### src/hdl/mdq_pkg.sv
// Shared types and codes for the MDIO operation queue.
// No dependencies; every other file of the block imports this package.
`default_nettype none

package mdq_pkg;

   // Command codes of an input item.
   localparam logic [3:0] CMD_READ    = 4'd0;
   localparam logic [3:0] CMD_WRITE   = 4'd1;
   localparam logic [3:0] CMD_SCAN    = 4'd2;
   localparam logic [3:0] CMD_QRESULT = 4'd3;
   localparam logic [3:0] CMD_QPHY    = 4'd4;
   localparam logic [3:0] CMD_RELEASE = 4'd5;
   localparam logic [3:0] CMD_ABORT   = 4'd6;
   localparam logic [3:0] CMD_SERVICE = 4'd7;
   localparam logic [3:0] CMD_CLEAR   = 4'd8;

   // Status and completion codes.
   localparam logic [3:0] RES_OK         = 4'd0;
   localparam logic [3:0] RES_PENDING    = 4'd1;
   localparam logic [3:0] RES_BUSY       = 4'd2;
   localparam logic [3:0] RES_BAD_ADDR   = 4'd3;
   localparam logic [3:0] RES_BAD_REG    = 4'd4;
   localparam logic [3:0] RES_BAD_HANDLE = 4'd5;
   localparam logic [3:0] RES_ABORTED    = 4'd6;
   localparam logic [3:0] RES_TIMEOUT    = 4'd7;
   localparam logic [3:0] RES_NOT_FOUND  = 4'd8;

   // Slot life cycle.
   localparam logic [1:0] SLOT_FREE     = 2'd0;
   localparam logic [1:0] SLOT_QUEUED   = 2'd1;
   localparam logic [1:0] SLOT_ACTIVE   = 2'd2;
   localparam logic [1:0] SLOT_COMPLETE = 2'd3;

   // Operation kinds.
   localparam logic [1:0] KIND_READ  = 2'd0;
   localparam logic [1:0] KIND_WRITE = 2'd1;
   localparam logic [1:0] KIND_SCAN  = 2'd2;

   // Phase commands from the controller to the datapath.
   typedef struct packed {
      logic accept;
      logic find;
      logic exec1;
      logic exec2;
   } ctrl_cmd_type;

   // Status from the datapath back to the controller.
   typedef struct packed {
      logic is_service;
      logic has_active;
      logic fifo_nonempty;
      logic go_second;
   } dp_status_type;

endpackage

`default_nettype wire

### src/hdl/mdq_ctrl.sv
// Sequencer of the MDIO operation queue: walks each item through its phases.
// Depends on mdq_pkg.
`default_nettype none

module mdq_ctrl
   import mdq_pkg::*;
(
   input  wire logic          clock,
   input  wire logic          reset,
   input  wire logic          start,
   input  dp_status_type      status,
   output logic               busy,
   output logic               rsp_valid,
   output ctrl_cmd_type       cmd
);

   localparam logic [2:0] S_IDLE  = 3'd0;
   localparam logic [2:0] S_FIND  = 3'd1;
   localparam logic [2:0] S_EXEC  = 3'd2;
   localparam logic [2:0] S_EXEC2 = 3'd3;
   localparam logic [2:0] S_RESP  = 3'd4;

   logic [2:0] state_ff;
   logic [2:0] state_in;

   always_comb begin
      state_in = state_ff;
      case (state_ff)
         S_IDLE: begin
            if (start) state_in = S_FIND;
         end
         S_FIND: begin
            if (status.is_service && !status.has_active) begin
               state_in = status.fifo_nonempty ? S_EXEC2 : S_RESP;
            end else begin
               state_in = S_EXEC;
            end
         end
         S_EXEC: begin
            state_in = status.go_second ? S_EXEC2 : S_RESP;
         end
         S_EXEC2: state_in = S_RESP;
         S_RESP:  state_in = S_IDLE;
         default: state_in = S_IDLE;
      endcase
   end

   always_ff @(posedge clock) begin
      if (reset) begin
         state_ff <= S_IDLE;
      end else begin
         state_ff <= state_in;
      end
   end

   assign busy       = (state_ff != S_IDLE);
   assign rsp_valid  = (state_ff == S_RESP);
   assign cmd.accept = (state_ff == S_IDLE) && start;
   assign cmd.find   = (state_ff == S_FIND);
   assign cmd.exec1  = (state_ff == S_EXEC);
   assign cmd.exec2  = (state_ff == S_EXEC2);

endmodule

`default_nettype wire

### src/hdl/mdq_datapath.sv
// Slot store, order FIFO, handle counter and result registers of the queue.
// Depends on mdq_pkg; sequenced by mdq_ctrl.
`default_nettype none

module mdq_datapath
   import mdq_pkg::*;
#(
   parameter int QUEUE_DEPTH    = 8,
   parameter int TIMEOUT_PASSES = 200,
   parameter int REGISTER_COUNT = 32
) (
   input  wire logic        clock,
   input  wire logic        reset,
   input  ctrl_cmd_type     cmd,
   output dp_status_type    status,
   input  wire logic [3:0]  req_command,
   input  wire logic [4:0]  req_phy_address,
   input  wire logic [4:0]  req_register_address,
   input  wire logic [4:0]  req_scan_last,
   input  wire logic [15:0] req_write_value,
   input  wire logic [7:0]  req_handle,
   input  wire logic        req_engine_start_ok,
   input  wire logic        req_engine_idle,
   input  wire logic        req_engine_read_done,
   input  wire logic [15:0] req_engine_read_value,
   output logic [3:0]       rsp_status,
   output logic [7:0]       rsp_handle_out,
   output logic [15:0]      rsp_value_out,
   output logic [4:0]       rsp_phy_out,
   output logic             rsp_progressed,
   output logic             rsp_start_valid,
   output logic             rsp_start_is_write,
   output logic [4:0]       rsp_start_phy,
   output logic [4:0]       rsp_start_reg,
   output logic [15:0]      rsp_start_data,
   output logic             rsp_done_valid,
   output logic [3:0]       rsp_done_result
);

   localparam int IDXW = $clog2(QUEUE_DEPTH + 1);
   localparam int PTRW = (QUEUE_DEPTH > 1) ? $clog2(QUEUE_DEPTH) : 1;
   localparam logic [IDXW-1:0] NONE = IDXW'(QUEUE_DEPTH);
   localparam logic [PTRW-1:0] PTR_LAST = PTRW'(QUEUE_DEPTH - 1);

   // Latched item.
   logic [3:0]  cmd_ff;
   logic [4:0]  phy_ff, reg_ff, last_ff;
   logic [15:0] wdata_ff, rval_ff;
   logic [7:0]  hdl_ff;
   logic        ok_ff, idle_ff, rdone_ff;

   // Slots and queue bookkeeping.
   logic [1:0]  st_ff   [QUEUE_DEPTH];
   logic [1:0]  st_in   [QUEUE_DEPTH];
   logic [7:0]  hd_ff   [QUEUE_DEPTH];
   logic [7:0]  hd_in   [QUEUE_DEPTH];
   logic [1:0]  kind_ff [QUEUE_DEPTH];
   logic [1:0]  kind_in [QUEUE_DEPTH];
   logic [4:0]  sphy_ff [QUEUE_DEPTH];
   logic [4:0]  sphy_in [QUEUE_DEPTH];
   logic [4:0]  sreg_ff [QUEUE_DEPTH];
   logic [4:0]  sreg_in [QUEUE_DEPTH];
   logic [4:0]  send_ff [QUEUE_DEPTH];
   logic [4:0]  send_in [QUEUE_DEPTH];
   logic [15:0] swd_ff  [QUEUE_DEPTH];
   logic [15:0] swd_in  [QUEUE_DEPTH];
   logic [15:0] srd_ff  [QUEUE_DEPTH];
   logic [15:0] srd_in  [QUEUE_DEPTH];
   logic [3:0]  scode_ff[QUEUE_DEPTH];
   logic [3:0]  scode_in[QUEUE_DEPTH];
   logic [IDXW-1:0] fifo_ff[QUEUE_DEPTH];
   logic [IDXW-1:0] fifo_in[QUEUE_DEPTH];
   logic [PTRW-1:0] rp_ff, rp_in, wp_ff, wp_in;
   logic [IDXW-1:0] cnt_ff, cnt_in, act_ff, act_in, sel_ff, sel_in;
   logic            found_ff, found_in;
   logic [7:0]      pass_ff, pass_in, nh_ff, nh_in;

   // Result registers.
   logic [3:0]  r_status_ff, r_status_in, r_dres_ff, r_dres_in;
   logic [7:0]  r_handle_ff, r_handle_in;
   logic [15:0] r_value_ff, r_value_in, r_sdata_ff, r_sdata_in;
   logic [4:0]  r_phy_ff, r_phy_in, r_sphy_ff, r_sphy_in, r_sreg_ff, r_sreg_in;
   logic        r_prog_ff, r_prog_in, r_sv_ff, r_sv_in, r_sw_ff, r_sw_in;
   logic        r_dv_ff, r_dv_in;

   logic [PTRW-1:0] idx;
   logic            go_second;

   assign idx = sel_ff[PTRW-1:0];

   always_comb begin
      logic [IDXW-1:0] free_idx, match_idx;
      logic            free_found, match_found, finished, is_req;
      logic [7:0]      pass_inc, new_h;
      logic [1:0]      cur_st, cur_kind;
      logic [4:0]      next_phy;

      st_in = st_ff;     hd_in = hd_ff;     kind_in = kind_ff;
      sphy_in = sphy_ff; sreg_in = sreg_ff; send_in = send_ff;
      swd_in = swd_ff;   srd_in = srd_ff;   scode_in = scode_ff;
      fifo_in = fifo_ff;
      rp_in = rp_ff; wp_in = wp_ff; cnt_in = cnt_ff; act_in = act_ff;
      sel_in = sel_ff; found_in = found_ff; pass_in = pass_ff; nh_in = nh_ff;
      r_status_in = r_status_ff; r_handle_in = r_handle_ff;
      r_value_in = r_value_ff;   r_phy_in = r_phy_ff;
      r_prog_in = r_prog_ff;     r_sv_in = r_sv_ff;
      r_sw_in = r_sw_ff;         r_sphy_in = r_sphy_ff;
      r_sreg_in = r_sreg_ff;     r_sdata_in = r_sdata_ff;
      r_dv_in = r_dv_ff;         r_dres_in = r_dres_ff;
      go_second = 1'b0;
      finished = 1'b0;

      // Lowest free slot and lowest slot in use holding the handle.
      free_idx = NONE;
      free_found = 1'b0;
      match_idx = NONE;
      match_found = 1'b0;
      for (int i = QUEUE_DEPTH - 1; i >= 0; i--) begin
         if (st_ff[i] == SLOT_FREE) begin
            free_idx = IDXW'(i);
            free_found = 1'b1;
         end
         if (st_ff[i] != SLOT_FREE && hd_ff[i] == hdl_ff && hdl_ff != 8'd0) begin
            match_idx = IDXW'(i);
            match_found = 1'b1;
         end
      end

      is_req   = (cmd_ff == CMD_READ) || (cmd_ff == CMD_WRITE) || (cmd_ff == CMD_SCAN);
      cur_st   = st_ff[idx];
      cur_kind = kind_ff[idx];
      pass_inc = (pass_ff == 8'hFF) ? 8'hFF : pass_ff + 8'd1;
      next_phy = sphy_ff[idx] + 5'd1;
      new_h    = (nh_ff == 8'd0) ? 8'd1 : nh_ff;

      if (cmd.find) begin
         r_status_in = RES_OK; r_handle_in = 8'd0; r_value_in = 16'd0;
         r_phy_in = 5'd0; r_prog_in = 1'b0; r_sv_in = 1'b0; r_sw_in = 1'b0;
         r_sphy_in = 5'd0; r_sreg_in = 5'd0; r_sdata_in = 16'd0;
         r_dv_in = 1'b0; r_dres_in = RES_OK;
         if (is_req) begin
            sel_in = free_idx;
            found_in = free_found;
         end else if (cmd_ff == CMD_SERVICE) begin
            sel_in = (act_ff < NONE) ? act_ff : fifo_ff[rp_ff];
            found_in = 1'b1;
         end else begin
            sel_in = match_idx;
            found_in = match_found;
         end
      end

      if (cmd.exec1) begin
         case (cmd_ff)
            CMD_READ, CMD_WRITE, CMD_SCAN: begin
               if (cmd_ff == CMD_SCAN && last_ff < phy_ff) begin
                  r_status_in = RES_BAD_ADDR;
               end else if ({1'b0, reg_ff} >= 6'(REGISTER_COUNT)) begin
                  r_status_in = RES_BAD_REG;
               end else if (!found_ff || cnt_ff >= NONE) begin
                  r_status_in = RES_BUSY;
               end else begin
                  fifo_in[wp_ff] = sel_ff;
                  wp_in = (wp_ff == PTR_LAST) ? '0 : wp_ff + PTRW'(1);
                  cnt_in = cnt_ff + IDXW'(1);
                  nh_in = (nh_ff == 8'd0) ? 8'd2 : nh_ff + 8'd1;
                  hd_in[idx] = new_h;
                  kind_in[idx] = cmd_ff[1:0];
                  st_in[idx] = SLOT_QUEUED;
                  sphy_in[idx] = phy_ff;
                  sreg_in[idx] = reg_ff;
                  send_in[idx] = (cmd_ff == CMD_SCAN) ? last_ff : phy_ff;
                  swd_in[idx] = (cmd_ff == CMD_WRITE) ? wdata_ff : 16'd0;
                  srd_in[idx] = 16'd0;
                  scode_in[idx] = RES_PENDING;
                  r_status_in = RES_PENDING;
                  r_handle_in = new_h;
               end
            end
            CMD_QRESULT: begin
               if (!found_ff) begin
                  r_status_in = RES_BAD_HANDLE;
               end else if (cur_st == SLOT_QUEUED || cur_st == SLOT_ACTIVE) begin
                  r_status_in = RES_PENDING;
               end else begin
                  r_status_in = scode_ff[idx];
                  r_value_in = srd_ff[idx];
               end
            end
            CMD_QPHY: begin
               if (!found_ff) begin
                  r_status_in = RES_BAD_HANDLE;
               end else begin
                  r_status_in = scode_ff[idx];
                  r_phy_in = sphy_ff[idx];
               end
            end
            CMD_RELEASE, CMD_ABORT: begin
               if (!found_ff) begin
                  r_status_in = RES_BAD_HANDLE;
               end else if (cur_st == SLOT_ACTIVE ||
                            (cur_st == SLOT_QUEUED && cmd_ff == CMD_RELEASE)) begin
                  r_status_in = RES_BUSY;
               end else if (cur_st == SLOT_QUEUED) begin
                  // Abort of a waiting operation completes it; its FIFO entry
                  // is skipped when it reaches the head.
                  scode_in[idx] = RES_ABORTED;
                  srd_in[idx] = 16'd0;
                  st_in[idx] = SLOT_COMPLETE;
                  r_dv_in = 1'b1;
                  r_dres_in = RES_ABORTED;
                  r_handle_in = hd_ff[idx];
                  r_value_in = 16'd0;
                  r_status_in = RES_OK;
               end else begin
                  st_in[idx] = SLOT_FREE;
                  r_status_in = RES_OK;
               end
            end
            CMD_SERVICE: begin
               // Check the active transfer: finish it on timeout or completion, or step a scan.
               pass_in = pass_inc;
               if (pass_inc > 8'(TIMEOUT_PASSES)) begin
                  finished = 1'b1;
                  scode_in[idx] = RES_TIMEOUT;
                  srd_in[idx] = 16'd0;
                  r_dres_in = RES_TIMEOUT;
                  r_value_in = 16'd0;
               end else if (cur_kind == KIND_WRITE) begin
                  if (idle_ff) begin
                     finished = 1'b1;
                     scode_in[idx] = RES_OK;
                     srd_in[idx] = swd_ff[idx];
                     r_dres_in = RES_OK;
                     r_value_in = swd_ff[idx];
                  end
               end else if (rdone_ff) begin
                  if (cur_kind == KIND_SCAN && (rval_ff == 16'h0000 || rval_ff == 16'hFFFF)) begin
                     if (sphy_ff[idx] >= send_ff[idx]) begin
                        finished = 1'b1;
                        scode_in[idx] = RES_NOT_FOUND;
                        srd_in[idx] = 16'd0;
                        r_dres_in = RES_NOT_FOUND;
                        r_value_in = 16'd0;
                     end else begin
                        sphy_in[idx] = next_phy;
                        r_sv_in = 1'b1;
                        r_sw_in = 1'b0;
                        r_sphy_in = next_phy;
                        r_sreg_in = sreg_ff[idx];
                        r_sdata_in = 16'd0;
                        if (ok_ff) begin
                           pass_in = 8'd0;
                           r_prog_in = 1'b1;
                        end
                     end
                  end else begin
                     finished = 1'b1;
                     scode_in[idx] = RES_OK;
                     srd_in[idx] = rval_ff;
                     r_dres_in = RES_OK;
                     r_value_in = rval_ff;
                  end
               end
               if (finished) begin
                  st_in[idx] = SLOT_COMPLETE;
                  r_dv_in = 1'b1;
                  r_handle_in = hd_ff[idx];
                  act_in = NONE;
                  r_prog_in = 1'b1;
                  go_second = (cnt_ff != '0);
                  sel_in = fifo_ff[rp_ff];
               end
            end
            CMD_CLEAR: begin
               for (int i = 0; i < QUEUE_DEPTH; i++) begin
                  st_in[i] = SLOT_FREE;
               end
               rp_in = '0;
               wp_in = '0;
               cnt_in = '0;
               act_in = NONE;
               pass_in = 8'd0;
            end
            default: begin
            end
         endcase
      end

      if (cmd.exec2 && sel_ff < NONE) begin
         // Take the next queued slot and ask the engine to start it; skip a slot no longer queued.
         if (cur_st != SLOT_QUEUED) begin
            rp_in = (rp_ff == PTR_LAST) ? '0 : rp_ff + PTRW'(1);
            cnt_in = cnt_ff - IDXW'(1);
            r_prog_in = 1'b1;
         end else begin
            r_sv_in = 1'b1;
            r_sw_in = (cur_kind == KIND_WRITE);
            r_sphy_in = sphy_ff[idx];
            r_sreg_in = sreg_ff[idx];
            r_sdata_in = (cur_kind == KIND_WRITE) ? swd_ff[idx] : 16'd0;
            if (ok_ff) begin
               rp_in = (rp_ff == PTR_LAST) ? '0 : rp_ff + PTRW'(1);
               cnt_in = cnt_ff - IDXW'(1);
               act_in = sel_ff;
               pass_in = 8'd0;
               st_in[idx] = SLOT_ACTIVE;
               r_prog_in = 1'b1;
            end
         end
      end
   end

   always_ff @(posedge clock) begin
      if (reset) begin
         for (int i = 0; i < QUEUE_DEPTH; i++) begin
            st_ff[i] <= SLOT_FREE;
         end
         rp_ff <= '0;
         wp_ff <= '0;
         cnt_ff <= '0;
         act_ff <= NONE;
         pass_ff <= 8'd0;
         nh_ff <= 8'd1;
      end else begin
         st_ff <= st_in;
         rp_ff <= rp_in;
         wp_ff <= wp_in;
         cnt_ff <= cnt_in;
         act_ff <= act_in;
         pass_ff <= pass_in;
         nh_ff <= nh_in;
      end
   end

   always_ff @(posedge clock) begin
      hd_ff <= hd_in;     kind_ff <= kind_in; sphy_ff <= sphy_in;
      sreg_ff <= sreg_in; send_ff <= send_in; swd_ff <= swd_in;
      srd_ff <= srd_in;   scode_ff <= scode_in; fifo_ff <= fifo_in;
      sel_ff <= sel_in;   found_ff <= found_in;
      r_status_ff <= r_status_in; r_handle_ff <= r_handle_in;
      r_value_ff <= r_value_in;   r_phy_ff <= r_phy_in;
      r_prog_ff <= r_prog_in;     r_sv_ff <= r_sv_in;
      r_sw_ff <= r_sw_in;         r_sphy_ff <= r_sphy_in;
      r_sreg_ff <= r_sreg_in;     r_sdata_ff <= r_sdata_in;
      r_dv_ff <= r_dv_in;         r_dres_ff <= r_dres_in;
      if (cmd.accept) begin
         cmd_ff <= req_command;
         phy_ff <= req_phy_address;
         reg_ff <= req_register_address;
         last_ff <= req_scan_last;
         wdata_ff <= req_write_value;
         hdl_ff <= req_handle;
         ok_ff <= req_engine_start_ok;
         idle_ff <= req_engine_idle;
         rdone_ff <= req_engine_read_done;
         rval_ff <= req_engine_read_value;
      end
   end

   assign status.is_service    = (cmd_ff == CMD_SERVICE);
   assign status.has_active    = (act_ff < NONE);
   assign status.fifo_nonempty = (cnt_ff != '0);
   assign status.go_second     = go_second;

   assign rsp_status         = r_status_ff;
   assign rsp_handle_out     = r_handle_ff;
   assign rsp_value_out      = r_value_ff;
   assign rsp_phy_out        = r_phy_ff;
   assign rsp_progressed     = r_prog_ff;
   assign rsp_start_valid    = r_sv_ff;
   assign rsp_start_is_write = r_sw_ff;
   assign rsp_start_phy      = r_sphy_ff;
   assign rsp_start_reg      = r_sreg_ff;
   assign rsp_start_data     = r_sdata_ff;
   assign rsp_done_valid     = r_dv_ff;
   assign rsp_done_result    = r_dres_ff;

endmodule

`default_nettype wire

### src/hdl/mdio_operation_queue_top.sv
// Top level of the MDIO operation queue: controller plus datapath.
// Depends on mdq_pkg, mdq_ctrl and mdq_datapath.
//
//   Channel   Handshake               Fields
//   request   start / busy            req_command ... req_engine_read_value
//   response  rsp_valid (one cycle)   rsp_status ... rsp_done_result
//
// Every item gives exactly one response item. An item is taken when start is
// high and busy is low; busy then stays high until the response strobe.
// Most items pass from acceptance through find, execute and response; a
// service tick that finishes a transfer and then starts the next queued slot
// adds a start phase, since the single slot read port is used once for each.
// A service tick with nothing active and an empty queue skips execute.
// The response is shown for one cycle only and cannot be held off.
// Reset is synchronous: it frees every slot, empties the order FIFO, marks no
// transfer active and sets the next handle to one.
`default_nettype none

module mdio_operation_queue_top
   import mdq_pkg::*;
#(
   parameter int QUEUE_DEPTH    = 8,
   parameter int TIMEOUT_PASSES = 200,
   parameter int REGISTER_COUNT = 32
) (
   input  wire logic        clock,
   input  wire logic        reset,
   input  wire logic        start,
   output logic             busy,
   input  wire logic [3:0]  req_command,
   input  wire logic [4:0]  req_phy_address,
   input  wire logic [4:0]  req_register_address,
   input  wire logic [4:0]  req_scan_last,
   input  wire logic [15:0] req_write_value,
   input  wire logic [7:0]  req_handle,
   input  wire logic        req_engine_start_ok,
   input  wire logic        req_engine_idle,
   input  wire logic        req_engine_read_done,
   input  wire logic [15:0] req_engine_read_value,
   output logic             rsp_valid,
   output logic [3:0]       rsp_status,
   output logic [7:0]       rsp_handle_out,
   output logic [15:0]      rsp_value_out,
   output logic [4:0]       rsp_phy_out,
   output logic             rsp_progressed,
   output logic             rsp_start_valid,
   output logic             rsp_start_is_write,
   output logic [4:0]       rsp_start_phy,
   output logic [4:0]       rsp_start_reg,
   output logic [15:0]      rsp_start_data,
   output logic             rsp_done_valid,
   output logic [3:0]       rsp_done_result
);

   ctrl_cmd_type  cmd;
   dp_status_type status;

   // The controller sequences the phases: latch the item, look up the slot,
   // execute, optionally start the next queued slot, then strobe the result.
   mdq_ctrl u_ctrl (
      .clock     (clock),
      .reset     (reset),
      .start     (start),
      .status    (status),
      .busy      (busy),
      .rsp_valid (rsp_valid),
      .cmd       (cmd)
   );

   // The datapath holds the slots, the order FIFO and the result registers.
   mdq_datapath #(
      .QUEUE_DEPTH    (QUEUE_DEPTH),
      .TIMEOUT_PASSES (TIMEOUT_PASSES),
      .REGISTER_COUNT (REGISTER_COUNT)
   ) u_datapath (
      .clock                 (clock),
      .reset                 (reset),
      .cmd                   (cmd),
      .status                (status),
      .req_command           (req_command),
      .req_phy_address       (req_phy_address),
      .req_register_address  (req_register_address),
      .req_scan_last         (req_scan_last),
      .req_write_value       (req_write_value),
      .req_handle            (req_handle),
      .req_engine_start_ok   (req_engine_start_ok),
      .req_engine_idle       (req_engine_idle),
      .req_engine_read_done  (req_engine_read_done),
      .req_engine_read_value (req_engine_read_value),
      .rsp_status            (rsp_status),
      .rsp_handle_out        (rsp_handle_out),
      .rsp_value_out         (rsp_value_out),
      .rsp_phy_out           (rsp_phy_out),
      .rsp_progressed        (rsp_progressed),
      .rsp_start_valid       (rsp_start_valid),
      .rsp_start_is_write    (rsp_start_is_write),
      .rsp_start_phy         (rsp_start_phy),
      .rsp_start_reg         (rsp_start_reg),
      .rsp_start_data        (rsp_start_data),
      .rsp_done_valid        (rsp_done_valid),
      .rsp_done_result       (rsp_done_result)
   );

   // An accepted item keeps the block busy on the next cycle.
   a_accept_busy: assert property (@(posedge clock) disable iff (reset)
      (start && !busy) |=> busy)
      else $error("accepted item did not make the block busy");

   // The response strobe comes only while busy and lasts one cycle.
   a_rsp_busy: assert property (@(posedge clock) disable iff (reset)
      rsp_valid |-> (busy ##1 !busy))
      else $error("response strobe outside a busy period");

   // A second phase is only entered for a service tick.
   a_second_phase: assert property (@(posedge clock) disable iff (reset)
      cmd.exec2 |-> status.is_service)
      else $error("start phase for an item that is not a service tick");

endmodule

`default_nettype wire
### config.mk
export PLATFORM = sky130hd
export DESIGN_NAME = mdio_operation_queue_top
export DESIGN_NICKNAME = d
export VERILOG_FILES = /design/src/hdl/mdq_pkg.sv /design/src/hdl/mdq_ctrl.sv /design/src/hdl/mdq_datapath.sv /design/src/hdl/mdio_operation_queue_top.sv
export SDC_FILE = /design/constraint.sdc
export NUM_CORES = 1
export LEC_CHECK = 0
export BUFFER_PORTS_ARGS = -buffer_cell sky130_fd_sc_hd__buf_2
export CAP_MARGIN = 10
export CORE_ASPECT_RATIO = 0.8
export CORE_UTILIZATION = 60
export DETAILED_ROUTE_END_ITERATION = 12
export PLACE_DENSITY = 0.78
export SLEW_MARGIN = 20
export SYNTH_ARGS = -nofsm -noshare
export SYNTH_HDL_FRONTEND = slang
export SYNTH_SLANG_ARGS = --single-unit
### constraint.sdc
create_clock -name clock -period 5.2 [get_ports clock]
set_input_delay 0.26 -clock clock [delete_from_list [all_inputs] [get_ports clock]]
set_output_delay 0.26 -clock clock [all_outputs]
set_load 0.01 [all_outputs]
=== Word level (Yosys, flattened, before mapping) ===
Index checks and enable logic that the tools add are counted.

* Register bits after elaboration: 703
* Input bits: 65
* ROM bits: 0
* Bits in writable memories: 0
* Latch bits: 0
* Output and inout port bits: 69
* Logic and storage cells: 577
* Memories kept: 0

* Add/sub/neg operators: 7
* Bitwise logic cells: 30
* Muxes and demuxes: 311
* Divide/modulo/power cells: 0
* Multipliers: 0
* Eq/ne operators: 43
* $lt $le $gt $ge: 11
* Shift-type cells: 0
* Reductions and logical operators: 64

{| class="wikitable"
|+ Operators by type and width
! kind !! count
|-
| 128-bit 2-to-1 mux || 11
|-
| 16-bit 2-to-1 mux || 40
|-
| 128-bit bitwise mux || 3
|-
| 128-bit case mux with 3 select lines || 1
|-
| 32-bit 2-to-1 mux || 11
|-
| 40-bit 2-to-1 mux || 7
|-
| 4-bit 2-to-1 mux || 58
|-
| 8-bit 2-to-1 mux || 24
|-
| 40-bit bitwise mux || 4
|-
| 5-bit 2-to-1 mux || 32
|-
| 128-bit bitwise AND || 1
|-
| 128-bit inverter || 1
|-
| 16-bit binary-select mux with 3-bit select || 2
|-
| 32-bit case mux with 3 select lines || 1
|-
| 40-bit case mux with 2 select lines || 1
|-
| 1-bit 2-to-1 mux || 68
|-
| 64-bit bitwise mux || 1
|-
| 8-bit == test || 8
|-
| 16-bit case mux with 4 select lines || 1
|-
| 24-bit bitwise AND || 2
|-
| 16-bit demux with 3-bit select || 1
|-
| 24-bit inverter || 2
|-
| 16-bit case mux with 3 select lines || 1
|-
| 5-bit binary-select mux with 3-bit select || 3
|-
| 73 further kinds || 182
|}

=== Depth between registers and ports, before layout ===
* Depth after elaboration: 19
* Mapped depth: 19
* Gate-level depth less buffers: 13

=== Modules after synthesis ===
From an unflattened synthesis, not the netlist that was laid out.

* Cells, all modules: 2675
* Area total of the unflattened synthesis: 31776.7 um^2

{| class="wikitable"
|+ Modules (own cells, without submodules)
! module !! times used !! sequential area each (um^2) !! cells each !! area each (um^2)
|-
| mdq_datapath || 1 || 19849.0 || 2651 || 31585.3
|-
| mdq_ctrl || 1 || 60.1 || 24 || 191.4
|}

=== Worst setup path before layout ===
Ideal clock, no wire load.

* Path kind: flip-flop to flip-flop
* From: register u_datapath.sel_ff[0]
* To: register u_datapath.srd_ff[100] (netlist name), enable pin
* Stages on the path, launching flop included: 16
* Library setup time: 0.394 ns
* Path buffers: 4
* Data required time: 4.806 ns
* Setup slack: 0.482 ns
* Arrival: 4.324 ns
* Period minus slack after synthesis: 4.718 ns
* Cell sequence: dfxtp_1 -> buf_4 -> buf_6 -> nor3b_1 -> clkbuf_1 -> clkbuf_1 -> a22oi_1 -> and4_1 -> ha_1 -> a21o_1 -> a31oi_1 -> o21ai_0 -> nor4_1 -> o21ai_0 -> nand2_1 -> a21oi_1

* Word-level cells in the longest chain between the ends: 9
* Elaborated cells on any way between the ends: 27
* Those cells by class: order compare: 1; eq/ne: 9; mux: 12; bitwise: 1; reduce/logical: 4

{| class="wikitable"
|+ RTL lines
! what !! RTL line !! source
|-
| start: declaration || mdq_datapath.sv:74 || <nowiki>logic [IDXW-1:0] cnt_ff, cnt_in, act_ff, act_in, sel_ff, sel_in;</nowiki>
|-
| start signal: assignment || mdq_datapath.sv:340 || <nowiki>sel_ff <= sel_in; found_ff <= found_in;</nowiki>
|-
| 3-bit inverter with 4-bit output (not written as such) * || mdq_datapath.sv:130, mdq_datapath.sv:131, mdq_datapath.sv:239 ||
|-
| parallel branches: the longest is 7 deep, another holds 5-bit greater-or-equal comparator || - ||
|-
| 10-bit AND reduction (no source line) * || - ||
|-
| end signal: assignment || mdq_datapath.sv:339 || <nowiki>srd_ff <= srd_in; scode_ff <= scode_in; fifo_ff <= fifo_in;</nowiki>
|-
| end: declaration || mdq_datapath.sv:67 || <nowiki>logic [15:0] srd_ff [QUEUE_DEPTH];</nowiki>
|}

Mark *: on every way between the ends. The select of a mux whose other input is x is not followed.
A chain may end at the register's enable or synchronous reset.

=== Final worst setup path ===
* From: register u_datapath.sel_ff[0]
* To: register u_datapath.srd_ff[35] (netlist name), enable pin

Same word-level chain as after synthesis.

==> metrics.md <==
| Metric | Value |
|---|---|
| FILL cells | `3547` |
| CTS Buf Count | `70` |
| CP max FO | `28` |
| Min Tclk post-route | `4.92 ns` |
| Die area | `54200 µm²` |
| DIE HEIGHT | `208 µm` |
| Leakage Power | `12.9 nW` |
| # IOs | `134` |
| Synth Instances | `2629` |
| Core area | `52600 µm²` |
| Row Count | `75` |
| Synth Net Count | `2715` |
| Post-layout instance area | `36600 µm²` |
| HPWL Detailed | `64900 µm` |
| Primary FF master, synth | `edfxtp_1` |
| DR DRC count | `0` |
| Biggest regs | `u_datapath.srd_ff x128, u_datapath.swd_ff x128, u_datapath.hd_ff x64` |
| Skew final | `0.0173 ns` |
| Die X | `260 µm` |
| Total Nets Final | `2882` |
| Cts repair resizes | `0` |
| CP Class | `flip-flop to flip-flop` |
| Vias/cell | `7.12` |
| Startpoint class of the critical path | `flip-flop` |
| Area Overhead vs Synth | `14.4%` |
| Post-route ant nets | `0` |
| Slew Limit Fails | `0` |
| Ys Warns | `0` |
| Setup TNS | `0 ns` |
| Starting Density | `60.8%` |
| DP Area | `33600 µm²` |
| Hold Path Class | `primary input to flip-flop` |
| Post-synth EDFFs | `583` |
| Run status | `finished clean` |
| Clk slew on worst S/H paths | `0.06 ns` |
| Pre-Repair DR Iteration Count | `6` |
| Longest Clk Path Bufs | `3` |
| Async S/R FF share, synth | `0%` |
| Fin crit share | `94.7%` |
| Maximum VDD drop | `0.000300 V` |
| Setup violators final | `0` |
| Initial antenna violation count | `1` |
| Overflow after GRT | `0` |
| FF+latch count, synth | `703` |
| Cell area after synthesis | `32000 µm²` |
| Worst-Margin Slew | `1.08 ns` |
| Final Util | `69.6%` |
| Largest net degree at the start of global routing | `58` |
| Critical path arrival | `5.26 ns` |
| Required @ worst endpoint | `5.54 ns` |
| Hold Vio Cnt, Final | `0` |
| CTS HTree Levels | `3` |
| Port buffer count | `133` |
| Via count | `25200` |
| Power Total | `16.6 mW` |
| Post-synthesis sequential area ratio | `62.3%` |
| CTS root buf | `clkbuf_16` |
| CTS sink cnt | `703` |
| Routed wire per std cell | `28.2 µm` |
| PwrDens | `453 nW/µm²` |
| CTS tree | `built` |
| Commonest non-fill, non-tap cell in the layout | `edfxtp_1` |
| Unrepaired setup endpoints after global routing | `no` |
| Share of layout cells above drive strength 1 | `16.0%` |
| Synth cell types | `86` |
| Synth Area per Inst | `12.2 µm²` |
| Vias in the first global route | `23800` |
| Drt total wl | `99800 µm` |
| Skew-Pair Late Insertion Delay | `0.64 ns` |
| Crit. End Element | `flip-flop` |
| Max cap viols | `0` |
| Slew headroom | `27.7%` |
| GRT Util Overall | `36.8%` |
| First-pass GRT wire length | `149000 µm` |
| Most frequent cells in the layout | `583 x edfxtp_1, 246 x nand2_1, 163 x nor2_1, 160 x o22ai_1, 133 x buf_2` |
| Initial DRC Count | `4348` |
| Fmax | `0.203 GHz` |
| Placer Congestion | `0.988` |
==> report_power, final <==
| part | internal [mW] | switching [mW] | total [mW] | leakage [nW] |
|---|---|---|---|---|
| Combinational | 1.58 | 3.20 | 4.78 | 5.35 |
| Clock | 2.85 | 2.28 | 5.13 | 1.12 |
| Sequential | 6.38 | 0.265 | 6.64 | 6.48 |
| Total | 10.8 | 5.75 | 16.6 | 12.9 |
==> worst max-delay path, stage by stage, from the launching register on <==
cell	delay, ns
dfxtp_4	0.61
and3b_1	0.68
buf_4	0.29
a22oi_1	0.10
and3_1	0.19
ha_1	0.31
nand2_1	0.06
o21ai_0	0.43
nor4_1	0.09
buf_4	0.19
o21ai_0	0.26
nand2_1	0.27
a21oi_1	0.79
buf_4	0.32
==> cell usage after synthesis, drive strengths merged, types with 31 or more instances <==
| cell | n | area share, % |
|---|---|---|
| a21oi | 105 | 1.6 |
| a22oi | 81 | 1.9 |
| a31oi | 38 | 0.74 |
| and2 | 49 | 0.96 |
| buf | 62 | 0.97 |
| clkbuf | 146 | 1.7 |
| dfxtp | 120 | 7.5 |
| edfxtp | 583 | 55 |
| inv | 31 | 0.36 |
| mux2i | 52 | 1.6 |
| nand2 | 253 | 3.0 |
| nand3 | 34 | 0.55 |
| nor2 | 173 | 2.0 |
| nor3 | 37 | 0.59 |
| o21ai | 117 | 1.8 |
| o221ai | 32 | 0.88 |
| o22ai | 161 | 3.2 |
| xnor2 | 36 | 0.99 |
| xor2 | 39 | 1.1 |
==> final timing paths <==
check                                     from                            to  slack (ns)  cells after the start
setup / recovery          u_datapath.sel_ff[0]         u_datapath.srd_ff[35]        0.28                     13
hold / removal                           start            u_ctrl.state_ff[1]        0.14                      4
setup reg to reg          u_datapath.sel_ff[0]         u_datapath.srd_ff[35]        0.28                     13
hold reg to reg   u_datapath.rsp_start_data[2]  u_datapath.rsp_start_data[2]        0.46                      1
==> area by class of cell <==
cell class	count	area, µm²	share of cell area [%]
diodes	1	2.50	0.00684
clock buffers	86	1830	5.01
clock inverters	42	467	1.28
inverters	32	120	0.328
multi-input cells	1686	11200	30.7
flip-flops and latches	703	19900	54.5
well taps	693	867	2.37
repair buffers	303	2130	5.84
==> metrics by stage <==
stage | hold WS (ns) | cells | setup WS, ns
2_1_floorplan | 0.359 | 2629 | 0.482
3_3_place_gp | 0.436 | 3355 | 0.694
3_5_place_dp | 0.438 | 3355 | 0.484
4_1_cts | 0.0903 | 3545 | 0.436
5_1_grt | 0.125 | 3546 | 0.134
6_report | 0.137 | 3546 | 0.278
==> per-layer routing <==
| layer | track usage [%] | share of wire (%) | wire length (µm) |
|---|---|---|---|
| met5 | 0 | 0 | 0 |
| met4 | 13.7 | 3.9 | 3900 |
| met3 | 10.3 | 15 | 14500 |
| met2 | 53.0 | 44 | 43500 |
| met1 | 53.3 | 38 | 37900 |
==> logic make-up (layout without fill, tap and decap cells) <==
| group | count (synthesis) | count (layout) | share of synthesized area [%] |
|---|---|---|---|
| AND/OR/NAND/NOR | 700 | 700 | 10.4 |
| AO/OA/AOI/OAI | 784 | 784 | 17.0 |
| adder cells (fa/ha/maj) | 21 | 21 | 0.822 |
| multiplexers | 106 | 106 | 4.41 |
| flip-flops | 703 | 703 | 62.3 |
| other | 0 | 1 | 0 |
| buffers and inverters | 240 | 463 | 3.06 |
| XOR/XNOR | 75 | 75 | 2.05 |
==> what timing repair did <==
item	4_1_cts	5_1_grt
endpoints found under the hold margin	62	0
hold buffers	62	0
buffers inserted	0	0
Note: power is estimated with default switching activity, not from simulation.
